[src/sv/aitml_pkg.sv]
// Shared types and constants for the application id table merge and lookup unit.
`default_nettype none

package aitml_pkg;

   localparam int REQ_DATA_W = 72;
   localparam int RSP_DATA_W = 40;

   typedef enum logic {
      ACT_MERGE = 1'b0,
      ACT_CHECK = 1'b1
   } action_type;

   typedef enum logic [1:0] {
      ST_IDLE,
      ST_SCAN,
      ST_COMMIT
   } state_type;

   typedef struct packed {
      logic [31:0] app;
      logic [31:0] vendor;
      logic        auth;
      logic        acct;
   } entry_type;

   localparam int ENTRY_W = $bits(entry_type);

   typedef struct packed {
      logic load;
      logic scan;
      logic commit;
   } cmd_type;

   typedef struct packed {
      logic scan_done;
      logic out_free;
   } status_type;

endpackage

`default_nettype wire

[src/sv/aitml_ram.sv]
// Generic single-write, single-read RAM with registered read data.
`default_nettype none

module aitml_ram #(
   parameter int WIDTH = 8,
   parameter int DEPTH = 16
) (
   input  wire logic                     clock,
   input  wire logic                     wr_en,
   input  wire logic [$clog2(DEPTH)-1:0] wr_addr,
   input  wire logic [WIDTH-1:0]         wr_data,
   input  wire logic                     rd_en,
   input  wire logic [$clog2(DEPTH)-1:0] rd_addr,
   output logic      [WIDTH-1:0]         rd_data
);

   logic [WIDTH-1:0] mem [DEPTH];
   logic [WIDTH-1:0] rd_data_ff;

   always_ff @(posedge clock) begin
      if (wr_en) begin
         mem[wr_addr] <= wr_data;
      end
      if (rd_en) begin
         rd_data_ff <= mem[rd_addr];
      end
   end

   assign rd_data = rd_data_ff;

endmodule

`default_nettype wire

[src/sv/aitml_ctrl.sv]
// Sequencer: accept a beat, scan the table, commit the result.
`default_nettype none

module aitml_ctrl
   import aitml_pkg::*;
(
   input  wire logic       clock,
   input  wire logic       reset,
   input  wire logic       req_tvalid,
   output logic            req_tready,
   input  wire status_type status,
   output cmd_type         cmd
);

   state_type state_ff;
   state_type state_in;

   always_ff @(posedge clock) begin
      if (reset) begin
         state_ff <= ST_IDLE;
      end else begin
         state_ff <= state_in;
      end
   end

   always_comb begin
      state_in   = state_ff;
      req_tready = 1'b0;
      cmd        = '0;
      case (state_ff)
         ST_IDLE: begin
            req_tready = 1'b1;
            if (req_tvalid) begin
               cmd.load = 1'b1;
               state_in = ST_SCAN;
            end
         end
         ST_SCAN: begin
            cmd.scan = 1'b1;
            if (status.scan_done) begin
               state_in = ST_COMMIT;
            end
         end
         ST_COMMIT: begin
            if (status.out_free) begin
               cmd.commit = 1'b1;
               state_in   = ST_IDLE;
            end
         end
         default: begin
            state_in = ST_IDLE;
         end
      endcase
   end

endmodule

`default_nettype wire

[src/sv/aitml_dp.sv]
// Datapath: item registers, fill count, table scan and result register.
`default_nettype none

module aitml_dp
   import aitml_pkg::*;
#(
   parameter int TABLE_DEPTH = 32
) (
   input  wire logic                  clock,
   input  wire logic                  reset,
   input  wire logic [REQ_DATA_W-1:0] req_tdata,
   input  wire logic                  req_tuser,
   output logic      [RSP_DATA_W-1:0] rsp_tdata,
   output logic                       rsp_tvalid,
   input  wire logic                  rsp_tready,
   input  wire cmd_type               cmd,
   output status_type                 status
);

   localparam int AW = $clog2(TABLE_DEPTH);
   localparam int CW = $clog2(TABLE_DEPTH + 1);

   action_type  item_action_ff, item_action_in;
   entry_type   item_ff, item_in;
   logic [CW-1:0] count_ff, count_in;
   logic [CW-1:0] addr_ff, addr_in;
   logic        pend_ff, pend_in;
   logic [AW-1:0] pend_idx_ff, pend_idx_in;
   logic        hit_ff, hit_in;
   logic [AW-1:0] slot_ff, slot_in;
   entry_type   hit_entry_ff, hit_entry_in;
   logic        rsp_valid_ff, rsp_valid_in;
   logic [RSP_DATA_W-1:0] rsp_data_ff, rsp_data_in;

   logic        wr_en;
   logic [AW-1:0] wr_addr;
   entry_type   wr_data;
   logic        rd_en;
   entry_type   rd_data;
   logic        full;
   logic        out_found;
   entry_type   out_entry;
   logic        out_full;

   aitml_ram #(
      .WIDTH (ENTRY_W),
      .DEPTH (TABLE_DEPTH)
   ) u_ram (
      .clock   (clock),
      .wr_en   (wr_en),
      .wr_addr (wr_addr),
      .wr_data (wr_data),
      .rd_en   (rd_en),
      .rd_addr (addr_ff[AW-1:0]),
      .rd_data (rd_data)
   );

   assign full              = (count_ff == CW'(TABLE_DEPTH));
   assign rd_en             = cmd.scan && !hit_ff && (addr_ff != count_ff);
   assign status.scan_done  = !pend_ff && (hit_ff || (addr_ff == count_ff));
   assign status.out_free   = !rsp_valid_ff || rsp_tready;
   assign rsp_tvalid        = rsp_valid_ff;
   assign rsp_tdata         = rsp_data_ff;

   always_comb begin
      item_action_in = item_action_ff;
      item_in        = item_ff;
      count_in       = count_ff;
      addr_in        = addr_ff;
      pend_in        = pend_ff;
      pend_idx_in    = pend_idx_ff;
      hit_in         = hit_ff;
      slot_in        = slot_ff;
      hit_entry_in   = hit_entry_ff;
      rsp_valid_in   = rsp_valid_ff;
      rsp_data_in    = rsp_data_ff;
      wr_en          = 1'b0;
      wr_addr        = count_ff[AW-1:0];
      wr_data        = item_ff;
      out_found      = hit_ff;
      out_entry      = '0;
      out_full       = 1'b0;

      if (rsp_valid_ff && rsp_tready) begin
         rsp_valid_in = 1'b0;
      end

      if (cmd.load) begin
         item_action_in = action_type'(req_tuser);
         item_in.app    = req_tdata[31:0];
         item_in.vendor = req_tdata[63:32];
         item_in.auth   = req_tdata[64];
         item_in.acct   = req_tdata[65];
         addr_in        = '0;
         pend_in        = 1'b0;
         hit_in         = 1'b0;
      end

      if (cmd.scan) begin
         pend_in     = rd_en;
         pend_idx_in = addr_ff[AW-1:0];
         if (rd_en) begin
            addr_in = addr_ff + CW'(1);
         end
         if (pend_ff && !hit_ff && (rd_data.app == item_ff.app)) begin
            hit_in       = 1'b1;
            slot_in      = pend_idx_ff;
            hit_entry_in = rd_data;
         end
      end

      if (cmd.commit) begin
         if (item_action_ff == ACT_CHECK) begin
            if (hit_ff) begin
               out_entry = hit_entry_ff;
            end
         end else if (hit_ff) begin
            out_entry      = hit_entry_ff;
            out_entry.auth = hit_entry_ff.auth | item_ff.auth;
            out_entry.acct = hit_entry_ff.acct | item_ff.acct;
            wr_en          = 1'b1;
            wr_addr        = slot_ff;
            wr_data        = out_entry;
         end else if (!full) begin
            out_entry = item_ff;
            wr_en     = 1'b1;
            wr_addr   = count_ff[AW-1:0];
            wr_data   = item_ff;
            count_in  = count_ff + CW'(1);
         end else begin
            out_full = 1'b1;
         end
         rsp_valid_in = 1'b1;
         rsp_data_in  = {4'b0000, out_full, out_entry.acct, out_entry.auth,
                         out_entry.vendor, out_found};
      end
   end

   always_ff @(posedge clock) begin
      if (reset) begin
         count_ff     <= '0;
         addr_ff      <= '0;
         pend_ff      <= 1'b0;
         hit_ff       <= 1'b0;
         rsp_valid_ff <= 1'b0;
      end else begin
         count_ff     <= count_in;
         addr_ff      <= addr_in;
         pend_ff      <= pend_in;
         hit_ff       <= hit_in;
         rsp_valid_ff <= rsp_valid_in;
      end
      item_action_ff <= item_action_in;
      item_ff        <= item_in;
      pend_idx_ff    <= pend_idx_in;
      slot_ff        <= slot_in;
      hit_entry_ff   <= hit_entry_in;
      rsp_data_ff    <= rsp_data_in;
   end

endmodule

`default_nettype wire

[src/sv/app_id_table_merge_lookup_unit.sv]
// Top level of the application id table merge and lookup unit.
//
// The table holds up to TABLE_DEPTH entries of application id, vendor id and the
// authentication and accounting flags; entries are filled in order and never
// removed, so a fill count stands for the valid bits and reset empties the table
// at once. Each beat scans the filled entries one per cycle through the table
// RAM's single read port and stops early on a match; a new beat is accepted
// only after the result of the last one is committed. The result register
// decouples the two sides; the result is written only once that register is
// free.
`default_nettype none

module app_id_table_merge_lookup_unit
   import aitml_pkg::*;
#(
   parameter int TABLE_DEPTH = 32
) (
   input  wire logic                  clock,
   input  wire logic                  reset,
   input  wire logic                  req_tvalid,
   output logic                       req_tready,
   // app_id[31:0], vendor_id[63:32], want_auth[64], want_acct[65], zero[71:66]
   input  wire logic [REQ_DATA_W-1:0] req_tdata,
   // action[0]
   input  wire logic                  req_tuser,
   output logic                       rsp_tvalid,
   input  wire logic                  rsp_tready,
   // found[0], found_vendor[32:1], found_auth[33], found_acct[34],
   // table_full[35], zero[39:36]
   output logic      [RSP_DATA_W-1:0] rsp_tdata
);

   cmd_type    cmd;
   status_type status;

   aitml_ctrl u_ctrl (
      .clock      (clock),
      .reset      (reset),
      .req_tvalid (req_tvalid),
      .req_tready (req_tready),
      .status     (status),
      .cmd        (cmd)
   );

   aitml_dp #(
      .TABLE_DEPTH (TABLE_DEPTH)
   ) u_dp (
      .clock      (clock),
      .reset      (reset),
      .req_tdata  (req_tdata),
      .req_tuser  (req_tuser),
      .rsp_tdata  (rsp_tdata),
      .rsp_tvalid (rsp_tvalid),
      .rsp_tready (rsp_tready),
      .cmd        (cmd),
      .status     (status)
   );

endmodule

`default_nettype wire

[config.mk]
export PLATFORM = sky130hd
export DESIGN_NAME = app_id_table_merge_lookup_unit
export DESIGN_NICKNAME = d
export VERILOG_FILES = /design/src/sv/aitml_pkg.sv /design/src/sv/aitml_ram.sv /design/src/sv/aitml_ctrl.sv /design/src/sv/aitml_dp.sv /design/src/sv/app_id_table_merge_lookup_unit.sv
export SDC_FILE = /design/constraint.sdc
export NUM_CORES = 2
export LEC_CHECK = 0
export ABC_CLOCK_PERIOD_IN_PS = 7100
export CORE_ASPECT_RATIO = 1.25
export CORE_MARGIN = 5
export CORE_UTILIZATION = 30
export CTS_BUF_LIST = sky130_fd_sc_hd__clkbuf_2
export DETAILED_ROUTE_END_ITERATION = 8
export DONT_BUFFER_PORTS = 1
export SLEW_MARGIN = 20
export SYNTH_ARGS = -nofsm -noshare
export SYNTH_HDL_FRONTEND = slang
export SYNTH_SLANG_ARGS = --single-unit
[constraint.sdc]
create_clock -name clock -period 7.1 [get_ports clock]
set_input_delay 1.42 -clock clock [delete_from_list [all_inputs] [get_ports clock]]
set_output_delay 1.42 -clock clock [all_outputs]
set_load 0.02 [all_outputs]
**Word level (Yosys, flattened, before mapping)**

Memory sizes are Yosys's and may differ from the RTL's. A register that Yosys moved wholly into a read port is not among the register bits.
Index checks and enable logic that the tools add are counted.

- Add/subtract/negate cells: 2
- Equal/unequal tests: 9
- Multiplexer cells: 37
- Bitwise operators: 5
- Reduce and logical (&&, ||, !) cells: 18

Operators by type and width:

| cell | count |
|---|---|
| two-way mux 66 bit | 3 |
| two-way mux 34 bit | 4 |
| == test 32 bit | 1 |
| two-way mux 1 bit | 20 |
| two-way mux 6 bit | 3 |
| two-way mux 5 bit | 3 |
| adder 6 x 1 -> 6 bit, second input constant | 2 |
| == test 6 bit | 1 |
| == test 6 bit, second input constant | 1 |
| logical AND 1 bit | 6 |
| two-way mux 2 bit | 3 |
| inequality test 2 bit, second input constant | 3 |
| inequality test 6 bit | 1 |
| case mux 2 bit (3 select lines) | 1 |
| AND reduction 4 bit | 1 |
| nonzero test 2 bit | 2 |
| zero test 1 bit | 3 |
| inverter 1 bit | 3 |
| AND reduction 3 bit | 1 |
| == test 2 x 1 -> 1 bit, second input constant | 1 |
| == test 2 bit, second input constant | 1 |
| zero test 2 bit | 1 |
| logical OR 1 bit | 2 |
| OR 1 bit | 2 |
| other kinds (2) | 2 |

- Register bits after elaboration: 196
- RAM bits: 2112
- Bits of input ports: 77
- Output and inout port bits: 42
- Memories kept: 1

Memory list:

| memory | words | bits a word | read ports | clocked after memory_dff | write ports | RTL line | text |
|---|---|---|---|---|---|---|---|
| u_dp.u_ram.mem | 32 | 66 | 1 | 1 | 1 | aitml_ram.sv:17 | `logic [WIDTH-1:0] mem [DEPTH];` |

**Depth between registers and ports, before layout**

- Word-level depth: 7
- Mapped depth: 9
- Mapped depth without buffers: 6

**Hierarchy**

From an unflattened synthesis, not the netlist that was laid out.

- Cell total of the unflattened synthesis: 3743
- Area, all modules: 90199.0 sq um

By module, submodules not included:

| module | instances | cells each | area an instance (sq um) | seq. area each (sq um) |
|---|---|---|---|---|
| aitml_ram | 1 | 3197 | 82112.5 | 65402.7 |
| aitml_dp | 1 | 534 | 7981.4 | 5675.4 |
| aitml_ctrl | 1 | 12 | 105.1 | 40.0 |

**Least setup slack after synthesis**

No wires, ideal clock.

- Path kind: input port to flip-flop
- From: input rsp_tready
- To: memory u_dp.u_ram.mem[26][0] (netlist name) (enable)
- Library setup time: 0.491 ns
- Arrival time: 5.022 ns
- Slack: 1.588 ns
- Stages: 5
- Buffers on the path: 1
- Cell sequence: nand2b_1 > nand3_1 > clkbuf_1 > a31oi_1 > nor2_1

- Longest elaborated chain between the ends: 6

Ends and longest elaborated chain:

| element | RTL line | text |
|---|---|---|
| start: declaration | app_id_table_merge_lookup_unit.sv:27 | `input wire logic rsp_tready,` |
| logical OR 1 bit (*) | aitml_dp.sv:61 | `assign status.out_free = !rsp_valid_ff \|\| rsp_tready;` |
| two-way mux 1 bit (*) | aitml_ctrl.sv:45 | `if (status.out_free) begin` |
| two-way mux 1 bit (*) | aitml_ctrl.sv:30 | `case (state_ff)` |
| two-way mux 1 bit | aitml_dp.sv:112 | `if (cmd.commit) begin` |
| two-way mux 1 bit | aitml_ram.sv:21 | `if (wr_en) begin` |
| two-way mux 1 bit (not written as such) | aitml_ram.sv:22 | `mem[wr_addr] <= wr_data;` |
| end: declaration | aitml_ram.sv:17 |  |

Mark *: on every way between the ends. The rest lies on a longest branch, timed or not.

**Worst setup path after layout**

- From: register u_dp.item_action_ff
- To: memory u_dp.u_ram.mem[25][44] (netlist name) (enable)

- Longest elaborated chain between the ends: 4

Ends and longest elaborated chain:

| element | RTL line | text |
|---|---|---|
| start: declaration | aitml_dp.sv:23 | `action_type item_action_ff, item_action_in;` |
| start signal: assignment | aitml_dp.sv:153 | `item_action_ff <= item_action_in;` |
| two-way mux 1 bit | aitml_dp.sv:113 | `if (item_action_ff == ACT_CHECK) begin` |
| two-way mux 1 bit | aitml_dp.sv:112 |  |
| two-way mux 1 bit | aitml_ram.sv:21 |  |
| two-way mux 1 bit (not written as such) | aitml_ram.sv:22 |  |

Several ways; a longest one is shown, not always the timed one.

==> results.toml <==
[outcome]
outcome = "finished clean"

[setup_path]
worstSetupStartpoint = "u_dp.item_action_ff"
r2r_cells = 6
crit_fanout = 51
r2r-start = "u_dp.item_action_ff"
endpoint = "u_dp.u_ram.mem[25][44]"
worstPathBufferInverterCount = 1
crit_family = "simple AND/OR/NAND/NOR gates"
r2r-end = "u_dp.u_ram.mem[25][44]"
reg2reg_slack_ps = 2780
critPathCaptureType = "flop"
critical_path_depth = 6
slowest_stage = "and3_4"
crit_chain = "nor2b_1 -> and3_4 -> and4b_1 -> a31oi_1 -> nor2_4 -> buf_12"
critPathArrivalTime_ps = 5480
crit_type = "flop to flop"
max_stage_delay_ps = 970
critPathLaunchType = "flop"
worstPathRequired_ps = 8270

[logic_synthesis]
syn_avg_cell_area_um2 = 22.2
synth_seq_area_share = 0.790
ys_ff_latch = 2374
yosysUniqueCellTypes = 52
ys.flop_type = "edfxtp_1"
synth_area_um2 = 90000
synth_top_area_cell = "edfxtp_1"
synthArstFlopShare = 0
yosysWarnings = 0
syn_inst = 4046
synth_top_area_frac = 0.786
ys_top_cells_by_area = "edfxtp_1, mux4_2, nand2_1"
synth-edff-count = 2357

[final_layout]
n_fill_cell = 28200
regArea_um2 = 71100
fin_nets = 4619
stdcell_count = 8879
utilization = 0.338
layout_commonest_cell = "edfxtp_1"
synthToLayoutAreaGrowth_pct = 12.0
design_area_um2 = 101000
final_cell_mix = "edfxtp_1, clkbuf_2, mux4_2, nand2_1, clkinv_1"
multiInputGateArea_um2 = 17900
drive_gt1_frac = 0.314

[global_routing]
grt_pass1_wl_um = 337000
grt_busiest_layer = "met2"
grt_pass1_vias = 46400
met3_usage = 0.0296
antenna_found_initial = 22
grt_overflow_total = 0
use_met1 = 0.182
grtUsageMet2 = 0.265
grt_max_degree = 93
grtUsageTotal = 0.149

[power_and_ir_drop]
powerDensity_nw_per_um2 = 247
power_mw = 24.9
leakage_nw = 30.6
vdd_drop_max_uv = 105

[sta]
tns_ps = 0
rsz0062_at_grt = "no"
worst_clock_skew_ps = 139
slew_headroom = 0.255
slew_violations = 0
fmax_ghz = 0.232
hold_viol = 0
finalCritPeriodShare = 0.608
finalCriticalPeriod_ps = 4320
setup_viol = 0
tightest_slew_ps = 1120

[routing]
wl_um = 237000
antenna_left = 0
avgViaCountPerCell = 4.96
drt_iter0_markers = 4149
vias = 44000
wl_per_cell_um = 26.7
first_pass_iters = 5
drc_errors = 0

[clock_network]
cts_buffers = 538
cts_resized = 0
clock_sinks = 2374
tritoncts = "built"
cts_buffer_depth = 4
clk_latency_ps = 1640
cts_root_buf = "clkbuf_2"
htree_levels = 6
clk_pin_slew_ps = 100
cts_setup_buffers = 0

[placement]
dp.cells = 7884
hpwl_um = 124000
io_buffers = 0
place_congestion = 0.737
placed_area_um2 = 95200

[die]
die_area_um2 = 311000
die_h_um = 622
core_area_um2 = 298000
ios = 119
die_x_um = 500
rows = 224
start_util = 0.302

[worst_hold_path]
worst_hold_path_type = "input pin to flop"

[job]
max_cap_viol_count = 0
==> kinds of logic (layout without fill, tap and decap cells) <==
kind of cell / Yosys count / count (layout) / synth area share
compound gates: 346 / 346 / 0.0271
flops: 2374 / 2374 / 0.790
xor+xnor: 43 / 43 / 0.00418
simple gates: 403 / 403 / 0.0192
mux: 647 / 647 / 0.145
fa+ha+maj: 3 / 3 / 0.000417
other cells: 1 / 28 / 0.0000417
buf+inv: 229 / 1080 / 0.0142
==> worst reg2reg max path: stages, from the launching register on <==
cell      delay, ps
edfxtp_1        720
nor2b_1         400
and3_4          970
and4b_1         330
a31oi_1         160
nor2_4          790
buf_12          490
==> layer usage <==
metal,routed length (um),vias up
li1,-,18300
met2,125000,1826
met1,90100,23500
met4,5830,6
met3,16500,389
met5,41,-
==> final cells by class <==
class / count / area share
Antenna cell: 24 / 0.000596
Clock buffer: 751 / 0.0373
Clock inverter: 150 / 0.0106
Inverter: 7 / 0.000335
Multi-Input combinational cell: 1446 / 0.178
Sequential cell: 2374 / 0.705
Tap cell: 3955 / 0.0491
Timing Repair Buffer: 172 / 0.0187
==> worst min path at each step <==
stage,start,end,cells past startpoint
after detailed placement,u_dp.u_ram.rd_data[26],u_dp.hit_entry_ff[26],0
after global placement,u_dp.u_ram.rd_data[26],u_dp.hit_entry_ff[26],0
after floorplan,u_dp.u_ram.rd_data[0],u_dp.hit_entry_ff[0],0
final,rsp_tready,u_ctrl.state_ff[1],4
after global routing,rsp_tready,u_ctrl.state_ff[1],4
after CTS,rsp_tready,u_ctrl.state_ff[1],4
==> registers in the layout (all words and copies together) (netlist names), 2 cells and up <==
name	count
u_dp.rsp_tdata	36
u_ctrl.state_ff	2
u_dp.u_ram.mem	2112
u_dp.item_ff	66
u_dp.slot_ff	5
u_dp.u_ram.rd_data	66
u_dp.hit_entry_ff	66
u_dp.addr_ff	6
u_dp.count_ff	6
u_dp.pend_idx_ff	5
==> report_power, final <==
group,internal (mW),total (mW),switching [mW]
Clock,3.45,8.63,5.19
Combinational,0.115,0.593,0.477
Sequential,15.6,15.7,0.0934
Total,19.2,24.9,5.76
==> synthesized netlist by cell type, drive strengths merged (2+ instances only) <==
| cell | count |
|---|---|
| o22ai | 65 |
| clkbuf | 81 |
| o21ai | 36 |
| buf | 141 |
| nand3b | 3 |
| mux2 | 66 |
| ha | 3 |
| edfxtp | 2357 |
| a21oi | 75 |
| nor2b | 11 |
| and3 | 5 |
| mux4 | 514 |
| o31ai | 2 |
| mux2i | 67 |
| and4b | 2 |
| xnor2 | 19 |
| a31oi | 10 |
| nor2 | 50 |
| nand2b | 7 |
| nor4 | 7 |
| a22o | 56 |
| inv | 7 |
| and2 | 3 |
| nor3 | 20 |
| dfxtp | 17 |
| or3 | 4 |
| nand3 | 15 |
| a221oi | 68 |
| a22oi | 14 |
| o21a | 2 |
| nor3b | 2 |
| nor4b | 3 |
| nand2 | 262 |
| a21o | 3 |
| nand4 | 8 |
| o2111a | 13 |
| xor2 | 24 |
==> repair_timing <==
| action | CTS | global route |
|---|---|---|
| hold buffers | 69 | 0 |
| setup endpoints to repair | 0 | 0 |
| endpoints found under the hold margin | 84 | 0 |
==> per-stage QoR <==
step,setup slack (ps),hold WS (ps)
5_1_grt,2660,162
3_5_place_dp,2180,406
3_3_place_gp,2240,401
4_1_cts,2700,34.1
2_1_floorplan,1590,400
6_report,2780,257
Note: power is estimated with default switching activity, not from simulation.
